===== config.mk =====
export PLATFORM = sky130hd
export DESIGN_NAME = graph_path_dfs_flat
export DESIGN_NICKNAME = d
export VERILOG_FILES = /design/src/rtl/core/gpd_pkg.sv /design/src/rtl/core/gpd_if.sv /design/src/rtl/core/graph_path_dfs.sv /design/src/flat_wrapper.sv
export SDC_FILE = /design/constraint.sdc
export NUM_CORES = 2
export LEC_CHECK = 0
export ABC_AREA = 1
export BUFFER_PORTS_ARGS = -buffer_cell sky130_fd_sc_hd__buf_4
export CAP_MARGIN = 20
export CORE_ASPECT_RATIO = 0.9
export CORE_MARGIN = 4
export CORE_UTILIZATION = 30
export DETAILED_ROUTE_END_ITERATION = 6
export SLEW_MARGIN = 20
export SYNTH_ARGS = -nofsm -noshare
export SYNTH_HDL_FRONTEND = slang
export SYNTH_SLANG_ARGS = --single-unit

===== constraint.sdc =====
create_clock -name clk_i -period 5.7 [get_ports clk_i]
set_input_delay 0.285 -clock clk_i [delete_from_list [all_inputs] [get_ports clk_i]]
set_output_delay 0.285 -clock clk_i [all_outputs]
set_load 0.02 [all_outputs]

===== src/rtl/core/gpd_pkg.sv =====
// Shared constants and types for the graph path search block.
`timescale 1ns / 1ps
`default_nettype none
package gpd_pkg;

  localparam int unsigned NUM_VTX = 32;
  localparam int unsigned VTX_W   = $clog2(NUM_VTX);
  localparam int unsigned CNT_W   = $clog2(NUM_VTX) + 1;

  typedef logic [VTX_W-1:0]   vtx_t;
  typedef logic [CNT_W-1:0]   cnt_t;
  typedef logic [NUM_VTX-1:0] row_t;

  typedef enum logic {
    REQ_ADD  = 1'b0,
    REQ_FIND = 1'b1
  } req_e;

endpackage
`default_nettype wire


===== src/rtl/core/gpd_if.sv =====
// Request and result channel interfaces of the graph path search block.
`timescale 1ns / 1ps
`default_nettype none
interface gpd_req_if
  import gpd_pkg::*;
();
  logic valid;
  logic ready;
  logic req_type;
  vtx_t vertex_a;
  vtx_t vertex_b;

  modport source (output valid, output req_type, output vertex_a, output vertex_b,
                  input ready);
  modport sink   (input valid, input req_type, input vertex_a, input vertex_b,
                  output ready);
endinterface

interface gpd_res_if
  import gpd_pkg::*;
();
  logic valid;
  logic ready;
  vtx_t path_vertex;
  logic found;
  logic last;

  modport source (output valid, output path_vertex, output found, output last,
                  input ready);
  modport sink   (input valid, input path_vertex, input found, input last,
                  output ready);
endinterface
`default_nettype wire


===== src/rtl/core/graph_path_dfs.sv =====
// Graph path search: adjacency memory, explicit DFS stack memory, result register.
//
//  channel   direction  transaction
//  --------  ---------  ---------------------------------------------
//  req_i     in         req_type, vertex_a, vertex_b
//  res_o     out        path_vertex, found, last
//  cfg       in         cfg_we_i / cfg_wdata_i -> vertex_count
//
// One request at a time. An edge insert is a read-modify-write of two adjacency
// rows (read row a; write row a and read row b; write row b). In a search, a
// pop reads the stack memory, then the adjacency memory. Results then follow
// at one per cycle while res_o is ready.
// Reset clears adjacency row valid bits at once; no clearing pass is needed.
// A stalled res_o holds the result register and pauses the search at its next emit.
`timescale 1ns / 1ps
`default_nettype none
module graph_path_dfs
  import gpd_pkg::*;
(
  input  wire logic       clk_i,
  input  wire logic       rst_ni,
  input  wire logic       cfg_we_i,
  input  wire cnt_t       cfg_wdata_i,
  gpd_req_if.sink         req_i,
  gpd_res_if.source       res_o
);

  typedef enum logic [9:0] {
    S_IDLE = 10'b0000000001,
    S_EA   = 10'b0000000010,
    S_EB   = 10'b0000000100,
    S_CHK  = 10'b0000001000,
    S_SCAN = 10'b0000010000,
    S_POP  = 10'b0000100000,
    S_FAIL = 10'b0001000000,
    S_HIT  = 10'b0010000000,
    S_TOP  = 10'b0100000000,
    S_WALK = 10'b1000000000
  } state_e;

  state_e state_q, state_d;
  cnt_t   vc_q;
  cnt_t   n_eff;
  row_t   nmask;
  vtx_t   va_q, va_d, vb_q, vb_d;
  vtx_t   cur_v_q, cur_v_d;
  cnt_t   depth_q, depth_d;
  cnt_t   stk_lo, stk_hi;
  row_t   visited_q, visited_d;

  row_t   adj_mem [NUM_VTX];
  row_t   adj_vld_q;
  row_t   adj_rdata_q;
  logic   adj_rvld_q;
  logic   adj_re, adj_we;
  vtx_t   adj_raddr, adj_waddr;
  row_t   adj_wdata;
  row_t   adj_row;

  vtx_t   stk_mem [NUM_VTX];
  vtx_t   stk_rdata_q;
  logic   stk_re, stk_we;
  vtx_t   stk_raddr, stk_waddr;
  vtx_t   stk_wdata;

  row_t   cand;
  vtx_t   hit_idx;

  logic   out_vld_q, out_vld_d;
  vtx_t   out_vtx_q, out_vtx_d;
  logic   out_fnd_q, out_fnd_d;
  logic   out_lst_q, out_lst_d;
  logic   out_free;
  logic   find_bad;

  // effective vertex count and in-range mask
  always_comb begin
    n_eff = (vc_q > CNT_W'(NUM_VTX)) ? CNT_W'(NUM_VTX) : vc_q;
    for (int j = 0; j < NUM_VTX; j++) begin
      nmask[j] = (CNT_W'(j) < n_eff);
    end
  end

  assign adj_row = adj_rvld_q ? adj_rdata_q : '0;
  assign cand    = adj_row & ~visited_q & nmask;

  always_comb begin
    hit_idx = '0;
    for (int j = NUM_VTX - 1; j >= 0; j--) begin
      if (cand[j]) hit_idx = VTX_W'(j);
    end
  end

  assign stk_lo   = depth_q - CNT_W'(2);
  assign stk_hi   = depth_q - CNT_W'(1);
  assign out_free = !out_vld_q || res_o.ready;
  assign find_bad = !({1'b0, va_q} < n_eff) || !({1'b0, vb_q} < n_eff);

  always_comb begin
    state_d   = state_q;
    va_d      = va_q;
    vb_d      = vb_q;
    cur_v_d   = cur_v_q;
    depth_d   = depth_q;
    visited_d = visited_q;
    adj_re    = 1'b0;
    adj_raddr = '0;
    adj_we    = 1'b0;
    adj_waddr = '0;
    adj_wdata = '0;
    stk_re    = 1'b0;
    stk_raddr = '0;
    stk_we    = 1'b0;
    stk_waddr = '0;
    stk_wdata = '0;
    out_vld_d = out_vld_q && !res_o.ready;
    out_vtx_d = out_vtx_q;
    out_fnd_d = out_fnd_q;
    out_lst_d = out_lst_q;

    unique case (state_q)
      S_IDLE: begin
        if (req_i.valid) begin
          va_d = req_i.vertex_a;
          vb_d = req_i.vertex_b;
          if (req_i.req_type == REQ_FIND) begin
            state_d = S_CHK;
          end else if (({1'b0, req_i.vertex_a} < n_eff) &&
                       ({1'b0, req_i.vertex_b} < n_eff)) begin
            adj_re    = 1'b1;
            adj_raddr = req_i.vertex_a;
            state_d   = S_EA;
          end
        end
      end
      S_EA: begin
        adj_we    = 1'b1;
        adj_waddr = va_q;
        adj_wdata = adj_row | (row_t'(1) << vb_q);
        adj_re    = 1'b1;
        adj_raddr = vb_q;
        state_d   = S_EB;
      end
      S_EB: begin
        adj_we    = 1'b1;
        adj_waddr = vb_q;
        adj_wdata = adj_row | (row_t'(1) << va_q);
        state_d   = S_IDLE;
      end
      S_CHK: begin
        if (find_bad) begin
          if (out_free) begin
            out_vld_d = 1'b1;
            out_vtx_d = '0;
            out_fnd_d = 1'b0;
            out_lst_d = 1'b1;
            state_d   = S_IDLE;
          end
        end else if (va_q == vb_q) begin
          if (out_free) begin
            out_vld_d = 1'b1;
            out_vtx_d = vb_q;
            out_fnd_d = 1'b1;
            out_lst_d = 1'b1;
            state_d   = S_IDLE;
          end
        end else begin
          visited_d = row_t'(1) << va_q;
          cur_v_d   = va_q;
          depth_d   = CNT_W'(1);
          adj_re    = 1'b1;
          adj_raddr = va_q;
          state_d   = S_SCAN;
        end
      end
      S_SCAN: begin
        if (cand == '0) begin
          if (depth_q == CNT_W'(1)) begin
            state_d = S_FAIL;
          end else begin
            stk_re    = 1'b1;
            stk_raddr = stk_lo[VTX_W-1:0];
            depth_d   = stk_hi;
            state_d   = S_POP;
          end
        end else if (hit_idx == vb_q) begin
          state_d = S_HIT;
        end else begin
          stk_we    = 1'b1;
          stk_waddr = stk_hi[VTX_W-1:0];
          stk_wdata = cur_v_q;
          cur_v_d   = hit_idx;
          visited_d = visited_q | (row_t'(1) << hit_idx);
          depth_d   = depth_q + CNT_W'(1);
          adj_re    = 1'b1;
          adj_raddr = hit_idx;
        end
      end
      S_POP: begin
        cur_v_d   = stk_rdata_q;
        adj_re    = 1'b1;
        adj_raddr = stk_rdata_q;
        state_d   = S_SCAN;
      end
      S_FAIL: begin
        if (out_free) begin
          out_vld_d = 1'b1;
          out_vtx_d = '0;
          out_fnd_d = 1'b0;
          out_lst_d = 1'b1;
          depth_d   = '0;
          state_d   = S_IDLE;
        end
      end
      S_HIT: begin
        if (out_free) begin
          out_vld_d = 1'b1;
          out_vtx_d = vb_q;
          out_fnd_d = 1'b1;
          out_lst_d = 1'b0;
          state_d   = S_TOP;
        end
      end
      S_TOP, S_WALK: begin
        if (out_free) begin
          out_vld_d = 1'b1;
          out_vtx_d = (state_q == S_TOP) ? cur_v_q : stk_rdata_q;
          out_fnd_d = 1'b1;
          out_lst_d = (depth_q == CNT_W'(1));
          if (depth_q == CNT_W'(1)) begin
            depth_d = '0;
            state_d = S_IDLE;
          end else begin
            stk_re    = 1'b1;
            stk_raddr = stk_lo[VTX_W-1:0];
            depth_d   = stk_hi;
            state_d   = S_WALK;
          end
        end
      end
      default: state_d = S_IDLE;
    endcase
  end

  // adjacency memory
  always_ff @(posedge clk_i) begin
    if (adj_we) adj_mem[adj_waddr] <= adj_wdata;
    if (adj_re) adj_rdata_q <= adj_mem[adj_raddr];
  end

  // stack memory
  always_ff @(posedge clk_i) begin
    if (stk_we) stk_mem[stk_waddr] <= stk_wdata;
    if (stk_re) stk_rdata_q <= stk_mem[stk_raddr];
  end

  always_ff @(posedge clk_i or negedge rst_ni) begin
    if (!rst_ni) begin
      adj_vld_q  <= '0;
      adj_rvld_q <= 1'b0;
    end else begin
      if (adj_re) adj_rvld_q <= adj_vld_q[adj_raddr];
      if (adj_we) adj_vld_q[adj_waddr] <= 1'b1;
    end
  end

  always_ff @(posedge clk_i or negedge rst_ni) begin
    if (!rst_ni) begin
      state_q   <= S_IDLE;
      vc_q      <= CNT_W'(NUM_VTX);
      depth_q   <= '0;
      visited_q <= '0;
      out_vld_q <= 1'b0;
    end else begin
      state_q   <= state_d;
      depth_q   <= depth_d;
      visited_q <= visited_d;
      out_vld_q <= out_vld_d;
      if (cfg_we_i) vc_q <= cfg_wdata_i;
    end
  end

  always_ff @(posedge clk_i) begin
    va_q      <= va_d;
    vb_q      <= vb_d;
    cur_v_q   <= cur_v_d;
    out_vtx_q <= out_vtx_d;
    out_fnd_q <= out_fnd_d;
    out_lst_q <= out_lst_d;
  end

  assign req_i.ready       = (state_q == S_IDLE);
  assign res_o.valid       = out_vld_q;
  assign res_o.path_vertex = out_vtx_q;
  assign res_o.found       = out_fnd_q;
  assign res_o.last        = out_lst_q;

  a_depth_bound: assert property (@(posedge clk_i) disable iff (!rst_ni)
    depth_q <= CNT_W'(NUM_VTX))
    else $error("stack depth beyond vertex count");

  a_top_visited: assert property (@(posedge clk_i) disable iff (!rst_ni)
    (state_q == S_SCAN) |-> visited_q[cur_v_q])
    else $error("stack top not marked visited");

  a_fail_form: assert property (@(posedge clk_i) disable iff (!rst_ni)
    (out_vld_q && !out_fnd_q) |-> (out_lst_q && out_vtx_q == '0))
    else $error("failed search result malformed");

  a_idle_empty: assert property (@(posedge clk_i) disable iff (!rst_ni)
    (state_q == S_IDLE) |-> (depth_q == '0))
    else $error("stack not empty between requests");

endmodule
`default_nettype wire


===== src/flat_wrapper.sv =====
// flat-port wrapper written by rule: the top's interface ports become plain ports
module graph_path_dfs_flat import gpd_pkg::*;
  (clk_i, rst_ni, cfg_we_i, cfg_wdata_i, req_i_valid, req_i_req_type, req_i_vertex_a, req_i_vertex_b, req_i_ready, res_o_valid, res_o_path_vertex, res_o_found, res_o_last, res_o_ready);
  gpd_req_if req_i_i ();
  gpd_res_if res_o_i ();
  input  wire logic clk_i;
  input  wire logic rst_ni;
  input  wire logic cfg_we_i;
  input  wire cnt_t cfg_wdata_i;
  input wire logic [$bits(req_i_i.valid)-1:0] req_i_valid;
  input wire logic [$bits(req_i_i.req_type)-1:0] req_i_req_type;
  input wire logic [$bits(req_i_i.vertex_a)-1:0] req_i_vertex_a;
  input wire logic [$bits(req_i_i.vertex_b)-1:0] req_i_vertex_b;
  output wire logic [$bits(req_i_i.ready)-1:0] req_i_ready;
  output wire logic [$bits(res_o_i.valid)-1:0] res_o_valid;
  output wire logic [$bits(res_o_i.path_vertex)-1:0] res_o_path_vertex;
  output wire logic [$bits(res_o_i.found)-1:0] res_o_found;
  output wire logic [$bits(res_o_i.last)-1:0] res_o_last;
  input wire logic [$bits(res_o_i.ready)-1:0] res_o_ready;
  assign req_i_i.valid = req_i_valid;
  assign req_i_i.req_type = req_i_req_type;
  assign req_i_i.vertex_a = req_i_vertex_a;
  assign req_i_i.vertex_b = req_i_vertex_b;
  assign req_i_ready = req_i_i.ready;
  assign res_o_valid = res_o_i.valid;
  assign res_o_path_vertex = res_o_i.path_vertex;
  assign res_o_found = res_o_i.found;
  assign res_o_last = res_o_i.last;
  assign res_o_i.ready = res_o_ready;
  graph_path_dfs u_core (.clk_i(clk_i), .rst_ni(rst_ni), .cfg_we_i(cfg_we_i), .cfg_wdata_i(cfg_wdata_i), .req_i(req_i_i), .res_o(res_o_i));
endmodule

# Word-level counts from Yosys, hierarchy flattened
# Memory sizes are Yosys's and may differ from the RTL's. A register that Yosys moved wholly into a read port is not among the register bits.
# Index checks and enable logic that the tools add are counted.
# word_totals
output_inout_bits	9
romBits	0
input_bits	22
wordCells	252
ram_bits	1184
n_memories	2
ff_bits	110
latch_bits	0
# op_classes
div	0
mul	0
eq_ne	26
n_mux	130
bitwise	7
n_lt_le_gt_ge	40
n_shift	3
reduce_logical	28
addsub	3
# memory_table
memory	words	word_bits	rd	rd_ports_with_merged_regs	write_ports	line_no	source
u_core.adj_mem	32	32	1	1	1	graph_path_dfs.sv:51	row_t adj_mem [NUM_VTX];
u_core.stk_mem	32	5	1	1	1	graph_path_dfs.sv:60	vtx_t stk_mem [NUM_VTX];
# op_table
operator	count
$mux W5	58
$mux W32	5
$or A32 B32 Y32	4
$pmux W32 S2	2
$mux W10	11
$lt A5 B6 Y1 const A	16
$shl A1 B5 Y32 const A	3
$pmux W10 S8	1
$and A32 B32 Y32	2
$mux W6	9
$lt A4 B6 Y1 const A	8
$logic_not A32 Y1	1
$not A32 Y32	1
$mux W1	30
$pmux W5 S5	1
$lt A3 B6 Y1 const A	4
$lt A5 B6 Y1	4
$pmux W6 S4	1
$pmux W5 S2	2
$pmux W5 S4	1
$pmux W5 S3	1
$reduce_and A5 Y1	3
$lt A1 B6 Y1 const A	2
$lt A2 B6 Y1 const A	2
other kinds (42)	65

# Logic depth before layout (Yosys ltp)
# depth
word_depth	42
ltp_mapped	51
mapped_depth_nobuf	48

# Least setup slack after synthesis
# OpenSTA, ideal clock, no wires.
# synth_timing
kind	flip-flop to flip-flop
from	reg u_core.vc_q[3]
to	reg u_core.adj_rdata_q[0] (read register of u_core.adj_mem), enable pin
stages_incl_launch_ff	41
t_arrival_ns	4.048
n_path_buf	2
setup_slack_ns	1.015
synth_period_minus_slack_ns	4.685
setup_time_ns	0.637
required_time_ns	5.063
path_cell_list	dfrtp_1 > buf_6 > nor2_2 > nand3_1 > nand2_1 > nand2_1 > nor3_2 > nand2_1 > nand2_1 > nand2_1 > nand2_1 > nand2_1 > nand2_1 > nand2_1 > nand2_1 > nand2_1 > nand2_1 > nand2_1 > [... 5 more ...] > nand2_1 > nand2_1 > nand2_1 > nand2_1 > nand2_1 > nand2_1 > nand2_1 > nand2_1 > nand2_1 > nand2_2 > nand2_2 > nand2_2 > nand2_1 > nand2_1 > nand2_4 > nand2_1 > clkbuf_1 > nand4_1
# synth_via
elab_chain_cells	40
elab_cells_between_ends	91
cone_classes	order compare (37); eq/ne (1); mux (47); bitwise (1); reduce/logical (5)
# synth_lines
item	line_no	source
start, declared	graph_path_dfs.sv:42	cnt_t vc_q;
start signal, assigned	graph_path_dfs.sv:270	vc_q <= CNT_W'(NUM_VTX);
start signal, assigned	graph_path_dfs.sv:279	if (cfg_we_i) vc_q <= cfg_wdata_i;
$gt A6 B6 Y1	graph_path_dfs.sv:78	n_eff = (vc_q > CNT_W'(NUM_VTX)) ? CNT_W'(NUM_VTX) : vc_q;
$mux W6 *	graph_path_dfs.sv:78	
$lt A5 B6 Y1	graph_path_dfs.sv:80	nmask[j] = (CNT_W'(j) < n_eff);
$and A32 B32 Y32	graph_path_dfs.sv:85	assign cand = adj_row & ~visited_q & nmask;
$mux W5 (32 in a row)	graph_path_dfs.sv:90	if (cand[j]) hit_idx = VTX_W'(j);
$eq A5 B5 Y1	graph_path_dfs.sv:186	end else if (hit_idx == vb_q) begin
$mux W1	graph_path_dfs.sv:186	
$mux W1	graph_path_dfs.sv:177	if (cand == '0) begin
$pmux W1 S4 *	graph_path_dfs.sv:121	unique case (state_q)
via u_core.adj_re	graph_path_dfs.sv:55	logic adj_re, adj_we;
end, declared	graph_path_dfs.sv:53	row_t adj_rdata_q;
# Mark *: on every way through the listed nets, which the timed path passes. The rest lies on a longest branch.
# A chain may end at the register's enable or synchronous reset.

# Worst setup path in the final report
# layout_timing
from	reg u_core.vc_q[5]
to	reg u_core.adj_rdata_q[13] (read register of u_core.adj_mem) (data pin)
# layout_via
elab_chain_cells	40
elab_cells_between_ends	91
cone_classes	order compare (37); eq/ne (1); mux (47); bitwise (1); reduce/logical (5)
# layout_lines
item	line_no
$gt A6 B6 Y1	graph_path_dfs.sv:78
$mux W6 *	graph_path_dfs.sv:78
$lt A5 B6 Y1	graph_path_dfs.sv:80
$and A32 B32 Y32	graph_path_dfs.sv:85
$mux W5 (32 in a row)	graph_path_dfs.sv:90
$eq A5 B5 Y1	graph_path_dfs.sv:186
$mux W5 / $mux W1 (equally long branches)	graph_path_dfs.sv:186
$mux W5 / $mux W1 (equally long branches)	graph_path_dfs.sv:177
$pmux W5 S5 / $pmux W1 S4 (equally long branches)	graph_path_dfs.sv:121
# Every way passes the cells marked *; elsewhere a longest branch is shown, timed or not.

==> reports/qor.txt <==
================================================================================
GPL Wtd Cong ......................................................        0.937
Crit-path slowest cell ............................................      dfstp_2
Number of buffers and inverters on the critical path ..............            4
Count of buffers from port buffering ..............................           30
Final layout net count ............................................        5,484
Clock latency on the worst-skew pair ..............................       770 ps
Effective utilization at floorplan ................................        30.2%
Clk slew on worst S/H paths .......................................        70 ps
Overall Global Routing Usage ......................................        17.6%
Max Slew Vio Count ................................................            0
Max-cap violation count ...........................................            0
Sw frac ...........................................................        34.4%
Detailed Routing Iterations Pass 1 ................................            7
Total power per unit cell area ....................................   410 mW/mm²
Height of the chip ................................................       427 µm
Final period demand of the worst path .............................      5300 ps
First-pass GRT wire length ........................................   269,000 µm
Growth of design area from synthesis to finish ....................        15.5%
Worst-case register-to-register setup slack .......................       400 ps
Total via count after detailed routing ............................       42,100
Number of unique standard cell types used by synthesis ............           64
Worst vdd rail ir drop ............................................   0.000266 V
Peak Freq .........................................................    0.189 GHz
Number of global-route vias before repair .........................       40,100
Synth Instances ...................................................        5,385
Critical Path Source Type .........................................         flop
Per-instance average area after synthesis .........................     10.9 µm²
Clock network fraction of total power .............................        32.3%
Final design instance area without fill ...........................   0.0677 mm²
Core outline area .................................................    0.194 mm²
Slew margin rel. ..................................................        23.6%
Final hold vios ...................................................            0
Internal ..........................................................      18.2 mW
Total setup violations reported at the end of the flow ............            0
Layout Skew .......................................................      31.5 ps
Drt total wl ......................................................   182,000 µm
Cell area after synthesis .........................................   0.0586 mm²
Die Outline Area ..................................................    0.202 mm²
Tightest Pin Transition ...........................................      1140 ps
DR vias/cell ......................................................         5.18
Proportion of layout cells with a drive suffix above 1 ............        9.20%
Core Rows .........................................................          153
DR WL/cell ........................................................      22.5 µm
Routed Antenna Nets ...............................................            0
Post-CTS setup-driven buffer insertion count ......................            0
Cell type with the highest occurrence count on the critical path ..      nand2_1
Violated checks ................................................... design-rule violations
WP data arrival ...................................................      5810 ps
Clk Tree Root Cell ................................................    clkbuf_16
Fraction of power consumed by combinational cells .................        26.3%
Initial drt markers ...............................................        5,047
Total clock buffers created by CTS ................................          145
Post-synth EDFFs ..................................................        1,243
Result of the run ................................................. complete, but fails checks
Kind of path behind the tightest hold check ....................... primary input to asynchronous set/reset pin
Worst Path Class, Setup ........................................... flop to flop
Worst Reg2Reg Path Length in Cells ................................           38
CTS tree ..........................................................        built
Maximum number of pins on one net before global-route repair ......          109
Buffer depth of the longest clock path ............................            3
DRC viols .........................................................            2
Layout filler cell count ..........................................       19,100
Ports placed on the boundary ......................................           31
Flip-flop and latch count after synthesis .........................        1,331
R2r endpoint ...................................................... u_core.adj_rdata_q[13]
Number of sinks driven by the clock tree ..........................        1,331
Final global-route overflow total .................................            0
Fin util ..........................................................        34.9%
Pleak .............................................................      25.5 nW
Unrepaired setup endpoints after global routing ...................          yes
Part of the Yosys area used for sequential elements ...............        67.5%
Share of flip-flops with an asynchronous set or reset .............        6.61%
Die boundary width ................................................       474 µm
Net switching component of the power ..............................      9.54 mW
First element of the critical path ................................ u_core.vc_q[5]
R2R Path Start .................................................... u_core.vc_q[5]
Number of antenna violations at the first check in global routing .            5
Fin crit share ....................................................        93.0%
Main flop type after synthesis ....................................     edfxtp_1
Placed cell area ..................................................   0.0627 mm²
HPWL after detailed placement .....................................   108,000 µm
Delay of the slowest cell on the worst path .......................       590 ps
Number of H-tree levels ...........................................            4
Critical-path maximum fanout ......................................           50
Ys Warns ..........................................................            0
Levels on crit path ...............................................           38
Critical path's top delay family .................................. simple AND/OR/NAND/NOR gates
Capture point of the critical path ................................ u_core.adj_rdata_q[13]
Number of nets produced by synthesis ..............................        5,429
Worst EP required .................................................      6210 ps
Crit. End Element .................................................         flop
Share of total power in sequential cells ..........................        41.4%
Design Power ......................................................      27.8 mW
================================================================================
## metal layers
| metal | routed length, µm | track usage (%) | vias up |
|---|---|---|---|
| met4 | 4430 | 4.96 | 4 |
| li1 | - | - | 19100 |
| met3 | 17000 | 3.61 | 309 |
| met5 | 27 | 0 | - |
| met2 | 81600 | 27.3 | 2013 |
| met1 | 79400 | 24.9 | 20700 |
## area by class of cell
cell class              count  area (µm²)  share of cell area (%)
clock buffers             180        3820                    5.65
multi-input cells        3478       16900                    24.9
clock inverters            83         658                   0.973
diodes                      3        7.51                  0.0111
inverters                 260        1020                    1.50
repair buffers            224        2550                    3.78
flip-flops and latches   1331       39500                    58.4
well taps                2557        3200                    4.73
## synthesized netlist by cell type, drive strengths merged (6+ instances only)
master     n  area, µm²
o221ai     8       70.1
o21ai    183        920
a221oi     6       52.6
buf      177       1040
clkinv    10       37.5
nor4      32        206
inv      250        941
o22ai     14       87.6
o211ai   182       1370
or3       11       68.8
a31oi     25        156
nor2     202        790
a21oi    116        584
nand2   1646       6210
a211oi     7       52.6
edfxtp  1243      37300
nand4     57        363
or2      161       1010
xor2      10       87.6
dfrtp     86       2150
o31ai     23        173
nand3    636       3190
xnor2      6       52.6
o311ai    11       96.3
clkbuf   139        528
nor3      95        485
ha        22        275
## state kept, by name, indices dropped and copies added, names as in the netlist, 5 cells and up, named ones only
signal                    flops
u_core.adj_mem             1024
u_core.stk_mem              160
u_core.adj_rdata_q           32
u_core.adj_vld_q             32
u_core.visited_q             32
u_core.state_q               10
u_core.depth_q                6
u_core.vc_q                   6
u_core.cur_v_q                5
u_core.res_o.path_vertex      5
u_core.stk_rdata_q            5
u_core.va_q                   5
u_core.vb_q                   5
## power by group through the flow
stage / clock network (mW) / registers, mW / logic, mW
floorplan: 0 / 11.5 / 4.52
global placement: 0 / 11.7 / 7.13
detailed placement: 0 / 11.7 / 7.13
CTS: 9.10 / 11.5 / 7.19
global route: 9.50 / 11.5 / 7.89
finish: 8.97 / 11.5 / 7.31
## kinds of logic (layout without fill, tap and decap cells)
group,count (synthesis),count (layout),synth area share (%)
and+or+nand+nor,2843,2843,21.1
DFF,1331,1331,67.5
buffers and inverters,576,747,4.34
other,0,3,0
AOI/OAI and AO/OA,595,595,6.39
adders and majority gates,22,22,0.470
muxes,2,2,0.0384
xor gates and xnor gates,16,16,0.239
## how the worst min path moves through the flow
stage                     endpoint  cells after the start  slack [ps]
2_1_floorplan    u_core.adj_rvld_q                      0         -10
3_3_place_gp        u_core.vc_q[3]                      1         270
3_5_place_dp        u_core.vc_q[4]                      1         270
4_1_cts        u_core.visited_q[9]                      2           5
5_1_grt             u_core.vc_q[4]                      2          50
6_report       u_core.visited_q[9]                      2          30
## through the flow
stage | instances | hold WS, ps | setup slack, ps | setup TNS [ps]
global placement | 7815 | 274 | 303 | 0
floorplan | 5385 | -10.6 | 1020 | 0
detailed placement | 7816 | 274 | 316 | 0
finish | 8116 | 29.7 | 396 | 0
CTS | 8108 | 5.36 | 263 | 0
global route | 8114 | 54.3 | -5.03 | -31.7
## cells in the final DEF (no fill, tap or decap), drive strengths merged, types with 2 or more instances in the layout
cell type | netlist | final
a211oi | 7 | 7
a21oi | 116 | 116
a221oi | 6 | 6
a31oi | 25 | 25
buf | 177 | 195
bufinv | 0 | 6
clkbuf | 139 | 180
clkinv | 10 | 74
clkinvlp | 0 | 9
dfrtp | 86 | 86
dfstp | 2 | 2
diode | 0 | 3
dlygate4sd3 | 0 | 29
edfxtp | 1243 | 1243
ha | 22 | 22
inv | 250 | 254
mux2 | 2 | 2
nand2 | 1646 | 1646
nand3 | 636 | 636
nand3b | 2 | 2
nand4 | 57 | 57
nor2 | 202 | 202
nor3 | 95 | 95
nor4 | 32 | 32
o2111ai | 3 | 3
o211ai | 182 | 182
o21a | 2 | 2
o21ai | 183 | 183
o21bai | 3 | 3
o221ai | 8 | 8
o22ai | 14 | 14
o311ai | 11 | 11
o31ai | 23 | 23
o32ai | 5 | 5
or2 | 161 | 161
or3 | 11 | 11
xnor2 | 6 | 6
xor2 | 10 | 10
## repair_timing
item	in CTS	in global routing
endpoints found under the hold margin	45	0
gates resized for setup	0	12
setup endpoints to repair	0	52
hold buffers	29	0
(Power assumes the default switching activity.)
